File: src/rtl/mmr_ram.sv
module mmr_ram #(
  parameter int WIDTH = 64,
  parameter int DEPTH = 64
) (
  input  logic                     clk_i,
  input  logic                     we_i,
  input  logic [$clog2(DEPTH)-1:0] waddr_i,
  input  logic [WIDTH-1:0]         wdata_i,
  input  logic [$clog2(DEPTH)-1:0] raddr_i,
  output logic [WIDTH-1:0]         rdata_o
);

  logic [WIDTH-1:0] mem_q [DEPTH];
  logic [WIDTH-1:0] rdata_q;

  // One write port and one registered read port.
  always_ff @(posedge clk_i) begin
    if (we_i) begin
      mem_q[waddr_i] <= wdata_i;
    end
    rdata_q <= mem_q[raddr_i];
  end

  assign rdata_o = rdata_q;

endmodule

File: config.mk
export PLATFORM = sky130hd
export DESIGN_NAME = mmr_ram
export DESIGN_NICKNAME = d
export VERILOG_FILES = /design/src/rtl/mmr_ram.sv
export SDC_FILE = /design/constraint.sdc
export NUM_CORES = 2
export LEC_CHECK = 0
export BUFFER_PORTS_ARGS = -buffer_cell sky130_fd_sc_hd__buf_2
export CAP_MARGIN = 30
export CELL_PAD_IN_SITES_DETAIL_PLACEMENT = 1
export CELL_PAD_IN_SITES_GLOBAL_PLACEMENT = 1
export CORE_AREA = 4 4 576 692
export CTS_CLUSTER_DIAMETER = 30
export DETAILED_ROUTE_END_ITERATION = 8
export DIE_AREA = 0 0 580 696
export PLACE_DENSITY = 0.61
export SETUP_SLACK_MARGIN = 0.2
export SLEW_MARGIN = 20
export SYNTH_ARGS = -nofsm -noshare
export SYNTH_HDL_FRONTEND = slang
export SYNTH_SLANG_ARGS = --single-unit
File: constraint.sdc
create_clock -name clk_i -period 6.3 [get_ports clk_i]
set_clock_uncertainty 0.2 [all_clocks]
set_input_delay 0.315 -clock clk_i [delete_from_list [all_inputs] [get_ports clk_i]]
set_output_delay 0.315 -clock clk_i [all_outputs]
set_load 0.05 [all_outputs]
==> flow_summary_export.csv <==
group,metric,value,unit
sta,hold_viol,0,
synth,synth_area,156000,µm²
global_route,grt_max_degree,90,
cts,clock_tree_from_tritoncts,"yes",
run_status,run_status,"completed",
worst_hold_path,hold_path.class,"in -> reg",
sta,max_slew.worst_pin.slew,1.06,ns
floorplanning,floorplan.initialDensity,0.399,
global_route,grt.total_usage,0.231,
setup_path,count_of_buffer_and_inverter_cells_on_the_critical_path,4,
final_layout,num-fill-cells,34458,
flow_run,max_cap_viol_count,0,
place,place_congestion,0.778,
final_layout,final_cell_mix,"sky130_fd_sc_hd__edfxtp_1 (4096), sky130_fd_sc_hd__mux4_2 (1024), sky130_fd_sc_hd__clkbuf_16 (632)",
power_and_ir_drop,ir_worst_vdd,0.000225,V
synth,number_of_flops_mapped_to_enable_cells_by_yosys,4096,
cts,path_clk_slew,0.07,ns
place,place.detailed.hpwl,257000,µm
drt,drt-initial-drc-count,8445,
synth,synth_top_family_by_area,"multiplexers",
synth,yosys.area_share.xor_xnor,0,
sta,max-slew-margin-rel,0.291,
setup_path,critical_path.top_delay_family,"buffers and inverters",
sta,rsz0062_at_grt,"no",
final_layout,multiInputGateArea,30800,µm²
setup_path,critical_path.reg2reg.startpoint,"mem_q[11][62]",
cts,numCtsBuffers,615,
drt,firstDrtPassIters,5,
drt,routed_wire_length_per_instance,36.0,µm
floorplanning,std_cell_rows,252,
floorplanning,io_pins,142,
setup_path,required,6.89,ns
drt,drtAntennaViolNets,0,
power_and_ir_drop,fin_total_pwr,68.6,mW
synth,synth-warning-count,0,
drt,via_count,76863,
sta,timing_max_transition_violations_final,0,
final_layout,seqCellArea,124000,µm²
cts,clkLatencyLatePin,0.97,ns
floorplanning,core-area,392000,µm²
final_layout,layout-drive-gt1-share,0.326,
synth,synth_flop_cell,"sky130_fd_sc_hd__edfxtp_1",
setup_path,cp-end-kind,"flop",
synth,synth-compound-area-share,0.0248,
drt,drc,0,
floorplanning,chipHeight,696,µm
floorplanning,dieArea,404000,µm²
sta,timing.setup.tns,0,ns
final_layout,most_common_library_cell_in_the_layout_ignoring_fill_and_taps,"sky130_fd_sc_hd__edfxtp_1",
synth,yosys.area_share.simple,0.0124,
global_route,first_pass_grt_wire_length,659000,µm
cts,ctsRootBufferMaster,"sky130_fd_sc_hd__clkbuf_16",
synth,synthesis.nets,6676,
setup_path,critical-path-max-stage-delay,0.57,ns
floorplanning,die_w,580,µm
synth,ys_async_sr_fraction,0,
cts,clock-sinks,4160,
power_and_ir_drop,cellLeakagePower,59.4,nW
setup_path,timing.setup.critical_path_class,"in -> reg",
synth,synth_cell_types,33,
global_route,grt_pass1_vias,81969,
cts,htreeDepth,6,
setup_path,start_kind,"input port",
final_layout,flow.area_growth_from_synthesis,20.0,%
worst_hold_path,timing.hold.worst.start,"waddr_i[3]",
sta,timing.final.crit_share,0.535,
synth,yosys.area_share.adder,0,
sta,maxClockFrequency,297,MHz
sta,period_minus_slack,3.37,ns
setup_path,timing.critical_path.arrival,3.96,ns
synth,yosys_register_bits,4160,
global_route,remaining_global_route_overflow,0,
setup_path,crit_slowest_cell,"sky130_fd_sc_hd__buf_4",
drt,number_of_vias_per_cell_after_detailed_routing,5.89,
global_route,antenna_found_initial,32,
synth,synth.yosys.seq_area_share,0.795,
setup_path,worstPathMaxFanout,83,
cts,cts-root-to-sink-buffers,4,
final_layout,final_stage_net_count,7411,
drt,wire_length_after_detailed_routing,470000,µm
synth,syn_area_per_cell,23.7,µm²
setup_path,crit_chain,"dlygate4sd3_1, buf_8, buf_12, buf_4, mux4_2, or2_2, a41oi_1, a211oi_1",
place,portBuffers,141,
sta,final-setup-viol-count,0,
power_and_ir_drop,power-per-cell-area,366,nW/µm²
synth,synth_mux_area_frac,0.156,
setup_path,critical_path_source,"raddr_i[1]",
synth,netlist_instances,6598,
## where the power goes
part	switching (mW)	leakage [nW]	internal, mW	total (mW)
logic	1.94	11.9	1.05	2.99
clock network	12.9	10.1	21.9	34.8
registers	0.164	37.4	30.7	30.8
## path summary, 6_finish.rpt
path	slack (ns)	depth (start not counted)	end
min reg2reg	0.66	4	rdata_o[46]
min	0.09	3	mem_q[27][50]
max	2.93	8	rdata_o[41]
max reg2reg	3.70	5	rdata_o[62]
## routing by layer
layer / vias up / GRT usage / share of wire
met5: - / 0 / 0.00015
met2: 3105 / 0.399 / 0.51
met1: 42751 / 0.299 / 0.39
met4: 10 / 0.0794 / 0.037
met3: 780 / 0.0345 / 0.061
li1: 30217 / - / -
## worst register-to-register path, cell delays in order (launching register included)
cell,delay [ns]
sky130_fd_sc_hd__edfxtp_1,0.35
sky130_fd_sc_hd__mux4_2,0.46
sky130_fd_sc_hd__nor2b_1,0.14
sky130_fd_sc_hd__a211oi_1,0.72
sky130_fd_sc_hd__o22ai_1,0.35
sky130_fd_sc_hd__and3_1,0.24
## cells by family after synthesis
family          count (synthesis)
compound gates                504
simple gates                  386
flops                        4160
mux                          1159
buf+inv                       389
## layout make-up
type | count | share of cell area
clock buffer | 699 | 0.0860
multi-input combinational | 2049 | 0.164
timing repair buffer | 488 | 0.0261
sequential | 4160 | 0.662
tap | 5207 | 0.0347
clock inverter | 425 | 0.0262
inverter | 19 | 0.000380
antenna | 13 | 0.000173
## synthesized netlist by cell type, types with 3 or more instances
| library cell | instances | area [µm²] |
|---|---|---|
| sky130_fd_sc_hd__edfxtp_1 | 4096 | 123000 |
| sky130_fd_sc_hd__mux4_2 | 1024 | 23100 |
| sky130_fd_sc_hd__buf_2 | 170 | 851 |
| sky130_fd_sc_hd__a22oi_1 | 168 | 1260 |
| sky130_fd_sc_hd__clkbuf_1 | 140 | 526 |
| sky130_fd_sc_hd__mux2i_1 | 135 | 1350 |
| sky130_fd_sc_hd__nor2_1 | 112 | 420 |
| sky130_fd_sc_hd__a22o_1 | 88 | 771 |
| sky130_fd_sc_hd__o22ai_1 | 83 | 519 |
| sky130_fd_sc_hd__and3_1 | 64 | 400 |
| sky130_fd_sc_hd__dfxtp_1 | 64 | 1280 |
| sky130_fd_sc_hd__a211oi_1 | 63 | 473 |
| sky130_fd_sc_hd__nand2_1 | 58 | 218 |
| sky130_fd_sc_hd__nand3_1 | 45 | 225 |
| sky130_fd_sc_hd__o221ai_1 | 38 | 333 |
| sky130_fd_sc_hd__buf_4 | 34 | 255 |
| sky130_fd_sc_hd__or3_1 | 29 | 181 |
| sky130_fd_sc_hd__nor2b_1 | 28 | 175 |
| sky130_fd_sc_hd__or2_2 | 28 | 175 |
| sky130_fd_sc_hd__a41oi_1 | 26 | 228 |
| sky130_fd_sc_hd__buf_1 | 20 | 75.1 |
| sky130_fd_sc_hd__a2bb2oi_1 | 19 | 166 |
| sky130_fd_sc_hd__inv_1 | 19 | 71.3 |
| sky130_fd_sc_hd__a31oi_1 | 18 | 113 |
| sky130_fd_sc_hd__nand2b_1 | 11 | 68.8 |
| sky130_fd_sc_hd__buf_6 | 6 | 67.6 |
| sky130_fd_sc_hd__and2_1 | 3 | 18.8 |
## registers in the layout, indices dropped and copies added, names as in the netlist
register  flops
mem_q      4096
rdata_o      64
## what timing repair did
| item | in CTS | in global routing |
|---|---|---|
| setup endpoints to repair | 0 | 0 |
| hold buffers | 69 | 3 |
| buffers inserted | 0 | 0 |
| resized for setup | 0 | 0 |
| hold endpoints to repair | 4132 | 9 |
## per-stage QoR
stage,area [µm²],instances,utilization,setup slack [ns],hold WS [ns]
3_5_place_dp,165000,11834,0.422,2.52,0.544
5_1_grt,188000,13050,0.479,2.86,0.0375
4_1_cts,187000,13027,0.478,2.99,0.0000748
3_3_place_gp,165000,11806,0.421,2.50,0.604
6_report,188000,13060,0.479,2.93,0.0936
2_1_floorplan,156000,6598,-,0.349,0.214
Note: power is estimated with default switching activity, not from simulation.
